`config.mk`:
```
export PLATFORM = sky130hd
export DESIGN_NAME = dsp_command_port_device
export DESIGN_NICKNAME = d
export VERILOG_FILES = /design/src/rtl/dspc_pkg.sv /design/src/rtl/dspc_mixer.sv /design/src/rtl/dspc_core.sv /design/src/rtl/dsp_command_port_device.sv
export SDC_FILE = /design/constraint.sdc
export NUM_CORES = 2
export LEC_CHECK = 0
export BUFFER_PORTS_ARGS = -buffer_cell sky130_fd_sc_hd__clkbuf_2
export CORE_MARGIN = 1.5
export CORE_UTILIZATION = 50
export CTS_BUF_LIST = sky130_fd_sc_hd__clkbuf_16
export CTS_CLUSTER_SIZE = 8
export DETAILED_ROUTE_END_ITERATION = 16
export GPL_ROUTABILITY_DRIVEN = 0
export PLACE_DENSITY = 0.68
export REMOVE_ABC_BUFFERS = 1
export SLEW_MARGIN = 20
export SYNTH_ARGS = -nofsm -noshare
export SYNTH_HDL_FRONTEND = slang
export SYNTH_SLANG_ARGS = --single-unit
```
`constraint.sdc`:
```
create_clock -name clk_i -period 3.1 [get_ports clk_i]
set_input_delay 0.155 -clock clk_i [delete_from_list [all_inputs] [get_ports clk_i]]
set_output_delay 0.155 -clock clk_i [all_outputs]
set_load 0.03 [all_outputs]
```
`src/rtl/dspc_pkg.sv`:
```
// ----------------------------------------------------------------------------
// dspc_pkg: shared types and constants of the DSP command port device
// Payload structs, bus function codes, port offsets, opcodes and reply bytes.
// ----------------------------------------------------------------------------
package dspc_pkg;

  // Default depth of the mixer register file.
  localparam int unsigned MixerDepthDefault = 256;

  // Reset values of the version registers.
  localparam logic [7:0] VersionMajorReset = 8'h04;
  localparam logic [7:0] VersionMinorReset = 8'h05;

  // Configuration register indexes.
  localparam logic [1:0] CFG_VERSION_MAJOR = 2'd0;
  localparam logic [1:0] CFG_VERSION_MINOR = 2'd1;

  typedef enum logic [1:0] {
    FUNC_READ  = 2'd0,
    FUNC_WRITE = 2'd1,
    FUNC_TICK  = 2'd2,
    FUNC_NOP   = 2'd3
  } dspc_func_e;

  // Port offsets from the base address.
  localparam logic [3:0] OFF_MIX_ADDR = 4'h4;
  localparam logic [3:0] OFF_MIX_DATA = 4'h5;
  localparam logic [3:0] OFF_RESET    = 4'h6;
  localparam logic [3:0] OFF_REPLY    = 4'hA;
  localparam logic [3:0] OFF_CMD      = 4'hC;
  localparam logic [3:0] OFF_STATUS   = 4'hE;

  // Command opcodes.
  localparam logic [7:0] OP_SET_RATE = 8'h41;
  localparam logic [7:0] OP_PLAY     = 8'hC0;
  localparam logic [7:0] OP_HALT     = 8'hD0;
  localparam logic [7:0] OP_SPK_ON   = 8'hD1;
  localparam logic [7:0] OP_SPK_OFF  = 8'hD3;
  localparam logic [7:0] OP_VERSION  = 8'hE1;

  // Fixed bytes.
  localparam logic [7:0] BYTE_READY   = 8'hAA;
  localparam logic [7:0] BYTE_AVAIL   = 8'h80;
  localparam logic [7:0] BYTE_UNUSED  = 8'hFF;
  localparam logic [7:0] BYTE_ZERO    = 8'h00;

  typedef struct packed {
    dspc_func_e func;
    logic [3:0] port_offset;
    logic [7:0] write_data;
  } dspc_item_t;

  typedef struct packed {
    logic [7:0]  read_data;
    logic        irq_line;
    logic        sample_request;
    logic        playing_flag;
    logic        speaker_flag;
    logic [15:0] rate_value;
  } dspc_result_t;

  // Mixer memory access for one cycle.
  typedef struct packed {
    logic       we;
    logic [7:0] waddr;
    logic [7:0] wdata;
    logic [7:0] raddr;
  } dspc_mix_req_t;

endpackage

```
`src/rtl/dspc_mixer.sv`:
```
// ----------------------------------------------------------------------------
// dspc_mixer: mixer register file
// Single write port and one registered read port with write-through, plus a
// valid bit per entry so that entries never written read as zero.
// ----------------------------------------------------------------------------
module dspc_mixer
  import dspc_pkg::*;
#(
  parameter int unsigned MIXER_DEPTH = MixerDepthDefault
) (
  input  logic          clk_i,
  input  logic          rst_ni,
  input  dspc_mix_req_t req_i,
  output logic [7:0]    rdata_o
);

  localparam int unsigned AddrW = $clog2(MIXER_DEPTH);

  logic [7:0]             mem_q [MIXER_DEPTH];
  logic [MIXER_DEPTH-1:0] valid_q;
  logic [7:0]             rdata_q;
  logic                   rvalid_q;
  logic [AddrW-1:0]       waddr;
  logic [AddrW-1:0]       raddr;
  logic                   same_addr;

  assign waddr     = req_i.waddr[AddrW-1:0];
  assign raddr     = req_i.raddr[AddrW-1:0];
  assign same_addr = req_i.we && (waddr == raddr);

  always_ff @(posedge clk_i) begin
    if (req_i.we) begin
      mem_q[waddr] <= req_i.wdata;
    end
    rdata_q <= same_addr ? req_i.wdata : mem_q[raddr];
  end

  always_ff @(posedge clk_i or negedge rst_ni) begin
    if (!rst_ni) begin
      valid_q  <= '0;
      rvalid_q <= 1'b0;
    end else begin
      if (req_i.we) begin
        valid_q[waddr] <= 1'b1;
      end
      rvalid_q <= same_addr || valid_q[raddr];
    end
  end

  assign rdata_o = rvalid_q ? rdata_q : BYTE_ZERO;

endmodule

```
`src/rtl/dspc_core.sv`:
```
// ----------------------------------------------------------------------------
// dspc_core: DSP port state and command parser
// Holds the reply queue, command parser, playback counter and flags, and
// works out the next state and the result of one transaction.
// ----------------------------------------------------------------------------
module dspc_core
  import dspc_pkg::*;
#(
  parameter int unsigned MIXER_DEPTH = MixerDepthDefault
) (
  input  logic          clk_i,
  input  logic          rst_ni,
  input  logic          accept_i,
  input  dspc_item_t    item_i,
  input  logic [7:0]    version_major_i,
  input  logic [7:0]    version_minor_i,
  input  logic [7:0]    mix_rdata_i,
  output dspc_mix_req_t mix_req_o,
  output dspc_result_t  result_o
);

  logic        armed_q, armed_d;
  logic [7:0]  reply0_q, reply0_d;
  logic [7:0]  reply1_q, reply1_d;
  logic [1:0]  rcount_q, rcount_d;
  logic [7:0]  pending_q, pending_d;
  logic [1:0]  args_q, args_d;
  logic [7:0]  arg_q, arg_d;
  logic [15:0] rate_q, rate_d;
  logic [16:0] samples_q, samples_d;
  logic        play_q, play_d;
  logic        spk_q, spk_d;
  logic        irq_q, irq_d;
  logic [7:0]  index_q, index_d;

  logic [7:0]  rd;
  logic        req;
  logic        mix_we;
  logic        mix_in_range;

  assign mix_in_range = ({1'b0, index_q} < 9'(MIXER_DEPTH));

  always_comb begin
    armed_d   = armed_q;
    reply0_d  = reply0_q;
    reply1_d  = reply1_q;
    rcount_d  = rcount_q;
    pending_d = pending_q;
    args_d    = args_q;
    arg_d     = arg_q;
    rate_d    = rate_q;
    samples_d = samples_q;
    play_d    = play_q;
    spk_d     = spk_q;
    irq_d     = irq_q;
    index_d   = index_q;
    rd        = BYTE_ZERO;
    req       = 1'b0;
    mix_we    = 1'b0;

    if (accept_i) begin
      unique case (item_i.func)
        FUNC_READ: begin
          unique case (item_i.port_offset)
            OFF_MIX_DATA: rd = mix_in_range ? mix_rdata_i : BYTE_UNUSED;
            OFF_REPLY: begin
              if (rcount_q != 2'd0) begin
                rd       = reply0_q;
                reply0_d = reply1_q;
                reply1_d = BYTE_ZERO;
                rcount_d = rcount_q - 2'd1;
              end else begin
                rd = BYTE_UNUSED;
              end
            end
            OFF_CMD: rd = BYTE_ZERO;
            OFF_STATUS: begin
              irq_d = 1'b0;
              rd    = (rcount_q != 2'd0) ? BYTE_AVAIL : BYTE_ZERO;
            end
            default: rd = BYTE_UNUSED;
          endcase
        end
        FUNC_WRITE: begin
          unique case (item_i.port_offset)
            OFF_MIX_ADDR: index_d = item_i.write_data;
            OFF_MIX_DATA: mix_we = mix_in_range;
            OFF_RESET: begin
              if (item_i.write_data[0]) begin
                armed_d = 1'b1;
              end else if (armed_q) begin
                // Soft reset keeps the rate and the mixer.
                armed_d   = 1'b0;
                reply0_d  = BYTE_READY;
                reply1_d  = BYTE_ZERO;
                rcount_d  = 2'd1;
                pending_d = BYTE_ZERO;
                args_d    = 2'd0;
                arg_d     = BYTE_ZERO;
                samples_d = '0;
                play_d    = 1'b0;
                spk_d     = 1'b0;
                irq_d     = 1'b0;
              end
            end
            OFF_CMD: begin
              if (args_q != 2'd0) begin
                // Only the previous argument byte is ever needed.
                arg_d  = item_i.write_data;
                args_d = args_q - 2'd1;
                if (args_q == 2'd1) begin
                  if (pending_q == OP_SET_RATE) begin
                    rate_d = {arg_q, item_i.write_data};
                  end else if (pending_q == OP_PLAY) begin
                    samples_d = {1'b0, item_i.write_data, arg_q} + 17'd1;
                    play_d    = 1'b1;
                  end
                end
              end else begin
                pending_d = item_i.write_data;
                arg_d     = BYTE_ZERO;
                unique case (item_i.write_data)
                  OP_SET_RATE: args_d = 2'd2;
                  OP_PLAY:     args_d = 2'd3;
                  OP_HALT: begin
                    play_d    = 1'b0;
                    samples_d = '0;
                  end
                  OP_SPK_ON:  spk_d = 1'b1;
                  OP_SPK_OFF: spk_d = 1'b0;
                  OP_VERSION: begin
                    if (rcount_q == 2'd0) begin
                      reply0_d = version_major_i;
                      reply1_d = version_minor_i;
                      rcount_d = 2'd2;
                    end else if (rcount_q == 2'd1) begin
                      reply1_d = version_major_i;
                      rcount_d = 2'd2;
                    end
                  end
                  default: ;
                endcase
              end
            end
            default: ;
          endcase
        end
        FUNC_TICK: begin
          if (play_q && (samples_q != '0)) begin
            req       = 1'b1;
            samples_d = samples_q - 17'd1;
            if (samples_q == 17'd1) begin
              play_d = 1'b0;
              irq_d  = 1'b1;
            end
          end
        end
        FUNC_NOP: ;
        default: ;
      endcase
    end
  end

  always_ff @(posedge clk_i or negedge rst_ni) begin
    if (!rst_ni) begin
      armed_q   <= 1'b0;
      reply0_q  <= '0;
      reply1_q  <= '0;
      rcount_q  <= '0;
      pending_q <= '0;
      args_q    <= '0;
      arg_q     <= '0;
      rate_q    <= '0;
      samples_q <= '0;
      play_q    <= 1'b0;
      spk_q     <= 1'b0;
      irq_q     <= 1'b0;
      index_q   <= '0;
    end else begin
      armed_q   <= armed_d;
      reply0_q  <= reply0_d;
      reply1_q  <= reply1_d;
      rcount_q  <= rcount_d;
      pending_q <= pending_d;
      args_q    <= args_d;
      arg_q     <= arg_d;
      rate_q    <= rate_d;
      samples_q <= samples_d;
      play_q    <= play_d;
      spk_q     <= spk_d;
      irq_q     <= irq_d;
      index_q   <= index_d;
    end
  end

  // The memory is read at the index that holds after this transaction.
  assign mix_req_o.we    = mix_we;
  assign mix_req_o.waddr = index_q;
  assign mix_req_o.wdata = item_i.write_data;
  assign mix_req_o.raddr = index_d;

  assign result_o.read_data      = rd;
  assign result_o.irq_line       = irq_d;
  assign result_o.sample_request = req;
  assign result_o.playing_flag   = play_d;
  assign result_o.speaker_flag   = spk_d;
  assign result_o.rate_value     = rate_d;

  a_play_has_samples : assert property (@(posedge clk_i) disable iff (!rst_ni)
    play_q |-> (samples_q != '0))
    else $error("playback running with no samples left");

  a_samples_bound : assert property (@(posedge clk_i) disable iff (!rst_ni)
    samples_q <= 17'h10000)
    else $error("sample counter beyond largest block");

  a_status_acks_irq : assert property (@(posedge clk_i) disable iff (!rst_ni)
    (accept_i && (item_i.func == FUNC_READ) && (item_i.port_offset == OFF_STATUS))
    |=> !irq_q)
    else $error("status read did not acknowledge the interrupt");

  a_soft_reset_reply : assert property (@(posedge clk_i) disable iff (!rst_ni)
    (accept_i && (item_i.func == FUNC_WRITE) && (item_i.port_offset == OFF_RESET)
     && !item_i.write_data[0] && armed_q)
    |=> ((rcount_q == 2'd1) && (reply0_q == BYTE_READY) && !play_q && !armed_q))
    else $error("soft reset did not queue the ready byte");

endmodule

```
`src/rtl/dsp_command_port_device.sv`:
```
// ----------------------------------------------------------------------------
// dsp_command_port_device: device side of an audio DSP command port
// The result of a transaction is presented in the cycle after it is
// accepted, from the output register. Throughput: one transaction per cycle,
// set by the single state update between input and output register; a new
// transaction is taken whenever the output register is empty or being drained.
// Reset: asynchronous, all state clears at once; the mixer reads as zero via
// per-entry valid bits, so there is no clearing pass.
// ----------------------------------------------------------------------------
module dsp_command_port_device
  import dspc_pkg::*;
#(
  parameter int unsigned MIXER_DEPTH = MixerDepthDefault
) (
  input  logic         clk_i,
  input  logic         rst_ni,
  input  logic         in_valid_i,
  output logic         in_ready_o,
  input  dspc_item_t   in_item_i,
  output logic         out_valid_o,
  input  logic         out_ready_i,
  output dspc_result_t out_result_o,
  input  logic         cfg_valid_i,
  output logic         cfg_ready_o,
  input  logic [1:0]   cfg_index_i,
  input  logic [7:0]   cfg_data_i
);

  logic          accept;
  logic [7:0]    ver_major_q;
  logic [7:0]    ver_minor_q;
  logic          out_valid_q;
  dspc_result_t  out_result_q;
  dspc_result_t  result;
  dspc_mix_req_t mix_req;
  logic [7:0]    mix_rdata;

  assign cfg_ready_o = 1'b1;
  assign in_ready_o  = !out_valid_q || out_ready_i;
  assign accept      = in_valid_i && in_ready_o;

  always_ff @(posedge clk_i or negedge rst_ni) begin
    if (!rst_ni) begin
      ver_major_q <= VersionMajorReset;
      ver_minor_q <= VersionMinorReset;
    end else if (cfg_valid_i) begin
      unique case (cfg_index_i)
        CFG_VERSION_MAJOR: ver_major_q <= cfg_data_i;
        CFG_VERSION_MINOR: ver_minor_q <= cfg_data_i;
        default: ;
      endcase
    end
  end

  dspc_core #(
    .MIXER_DEPTH(MIXER_DEPTH)
  ) u_core (
    .clk_i          (clk_i),
    .rst_ni         (rst_ni),
    .accept_i       (accept),
    .item_i         (in_item_i),
    .version_major_i(ver_major_q),
    .version_minor_i(ver_minor_q),
    .mix_rdata_i    (mix_rdata),
    .mix_req_o      (mix_req),
    .result_o       (result)
  );

  dspc_mixer #(
    .MIXER_DEPTH(MIXER_DEPTH)
  ) u_mixer (
    .clk_i  (clk_i),
    .rst_ni (rst_ni),
    .req_i  (mix_req),
    .rdata_o(mix_rdata)
  );

  always_ff @(posedge clk_i or negedge rst_ni) begin
    if (!rst_ni) begin
      out_valid_q <= 1'b0;
    end else if (accept) begin
      out_valid_q <= 1'b1;
    end else if (out_ready_i) begin
      out_valid_q <= 1'b0;
    end
  end

  always_ff @(posedge clk_i) begin
    if (accept) begin
      out_result_q <= result;
    end
  end

  assign out_valid_o  = out_valid_q;
  assign out_result_o = out_result_q;

endmodule
```
==> impl_metrics.tcl <==
set metrics [dict create \
    violations "negative setup slack" \
    drt-pass1-iter-count 6 \
    vias 51686 \
    max_freq_mhz 279 \
    timing.hold.ws_ns 0.0760 \
    grt_max_degree 209 \
    cts.sinks 2439 \
    dr_wl_met2_um 124000 \
    wl_um 257000 \
    synth-edff-count 2076 \
    syn_inst 4779 \
    final_core_util 0.606 \
    cp-start-kind "register" \
    cts_tree "done" \
    nNetsFinal 5625 \
    syn_area_um2 95800 \
    syn_to_final_growth_pct 20.2 \
    power_density_nw_per_um2 683 \
    cpMaxStageDelayCell "mux4_2" \
    ys_ff_latch 2439 \
    dr_wl_met3_um 22700 \
    place_hpwl_um 161000 \
    drive_gt1_frac 0.367 \
    required_ns 3.76 \
    synthFlopType "edfxtp_1" \
    setup_viol 8 \
    crit_family "multiplexers" \
    path_buf_inv 3 \
    die_y_um 441 \
    start_util 0.504 \
    end_kind "register" \
    grt_overflow_total 0 \
    skew_ns 0.0714 \
    setup_tns_ns -3.26 \
    dp_slack_ns -0.610 \
    clk_pin_slew_ns 0.05 \
    ioPinCount 60 \
    layout_commonest_cell "edfxtp_1" \
    wl_met1_um 101000 \
    critPathKind "register to register" \
    critPathMaxStageDelay_ns 0.60 \
    hold_path.class "input port to register" \
    htreeDepth 5 \
    status "finished with violations" \
    power_leakage_nw 40.6 \
    vias_per_cell 6.29 \
    design_area_um2 115000 \
    finalCritPeriodShare 1.15 \
    rsz0062_at_grt "true" \
    clk_latency_ns 0.98 \
    cts_buffers 355 \
    finalHoldViolations 0 \
    clk_path_buf_depth 4 \
    synth_top_area_share 0.651 \
    cap_violations 0 \
    post_drt_wl_per_cell_um 31.3 \
    grt_pass1_wl_um 370000 \
    place_area_um2 104000 \
    slew_violations 0 \
    ctsRootBufferMaster "clkbuf_16" \
    synthTopCellsByArea "edfxtp_1 65%, mux4_2 16%, dfrtp_1 9.2%" \
    crit_top_cell "mux4_2" \
    ant_nets 0 \
    crit_chain "buf_12 > buf_16 > buf_16 > mux4_2 > mux4_2 > mux4_2 > mux2i_1 > nor2_1 > a221o_1" \
    worst_slack_ns -0.478 \
    die_width_um 441 \
    grt_use_total 0.267 \
    layout_common_cells "2076 x edfxtp_1, 673 x mux4_2, 450 x buf_4" \
    core.rowCount 160 \
    remaining_drc_errors 0 \
    core_area_um2 190000 \
    synth_area_leader_cell "edfxtp_1" \
    yosysWarnings 0 \
    relSlewSlack 0.292 \
    grt_pass1_vias 51974 \
    arrival_ns 4.24 \
    ir_worst_vdd_mv 0.666 \
    top_layer_used "met5" \
    grt_antenna_before_repair 12 \
    crit_fanout 10 \
    drt_iter0_markers 6924 \
    ys_seq_area_frac 0.745 \
    worstMarginPinSlew_ns 1.06 \
    syn_area_per_cell_um2 20.0 \
    min_period_ns 3.58 \
    ys_types 80 \
    dieArea_um2 194000 \
    synth-async-reset-ratio 0.146 \
    portBuffers 58 \
]
final cells by class:
type	instances	area [µm²]
fill	13219	75000
sequential	2439	71400
multi-input combinational	2056	23400
clock buffer	362	9060
timing repair buffer	707	7600
tap	2511	3140
clock inverter	110	488
inverter	25	114
antenna	5	12.5
per-stage QoR:
| stage | cells | power [mW] |
|---|---|---|
| 2_1_floorplan | 4520 | 42.4 |
| 3_3_place_gp | 7647 | 44.9 |
| 3_5_place_dp | 7648 | 45.0 |
| 4_1_cts | 8165 | 78.8 |
| 5_1_grt | 8211 | 80.8 |
| 6_report | 8215 | 78.7 |
Yosys cell counts, drive strengths merged (7+ instances only):
cell / number
nor4: 8
a31oi: 25
or2: 259
buf: 104
mux4: 673
inv: 25
nand4: 8
nand2: 255
nor3: 19
a22o: 22
and3: 21
mux2: 58
a211oi: 11
a21oi: 32
a311oi: 12
nand2b: 13
or3: 7
ha: 12
nand3: 63
o21ai: 41
clkbuf: 155
a221o: 9
nor2: 329
nor2b: 13
edfxtp: 2076
dfrtp: 352
mux2i: 50
o22ai: 15
xor2: 9
a32oi: 20
dfxtp: 8
nor3b: 7
what timing repair did:
item,4_1_cts,5_1_grt
pin swaps,4,8
endpoints found under the setup margin,12,22
gates cloned,7,4
hold buffers,28,0
hold endpoints to repair,945,0
buffers inserted,10,42
gates resized for setup,32,36
worst min-delay path, stage by stage:
cell	delay [ns]
dlygate4sd3_1	0.54
clkbuf_2	0.15
mux2_2	0.14
where the power goes:
part | switching, mW | total (mW) | internal, mW
registers | 0.198 | 36.1 | 35.9
clock network | 13.1 | 33.7 | 20.6
logic | 4.68 | 8.92 | 4.23
state kept, by name (all words and copies together), names as in the netlist, 8 cells and up, named ones only:
name              flops
u_core.pending_q      8
u_core.rate_q        16
ver_major_q           8
u_core.reply0_q       8
u_mixer.mem_q      2048
out_result_o         28
u_core.arg_q          8
u_core.reply1_q       8
u_mixer.valid_q     256
u_core.index_q        8
ver_minor_q           8
u_core.samples_q     17
cell families (layout without fill, tap and decap cells):
group / Yosys count / count (layout) / synth area share
buf+inv: 284 / 1204 / 0.0130
fa+ha+maj: 12 / 12 / 0.00157
xor+xnor: 15 / 15 / 0.00137
compound gates: 230 / 230 / 0.0173
flops: 2439 / 2439 / 0.745
simple gates: 1017 / 1017 / 0.0510
other cells: 1 / 6 / 0.0000391
mux: 781 / 781 / 0.170
per-layer routing:
layer,global-route usage,vias up
met3,0.0524,529
met1,0.373,27473
met4,0.0965,4
li1,-,20840
met2,0.422,2840
met5,0,-
worst paths after layout:
check	start	end	slack, ns	cells after the start
hold reg to reg	u_mixer.valid_q[248]	u_mixer.valid_q[248]	0.46	1
setup reg to reg	register	out_result_o[22]	-0.48	9
min in group asynchronous	rst_ni	u_core.rate_q[2]	0.47	4
hold / removal	cfg_data_i[1]	ver_major_q[1]	0.08	3
setup / recovery	register	out_result_o[22]	-0.48	9
max in group asynchronous	rst_ni	u_mixer.valid_q[95]	2.12	4
Power figures use the tool's default switching activity.
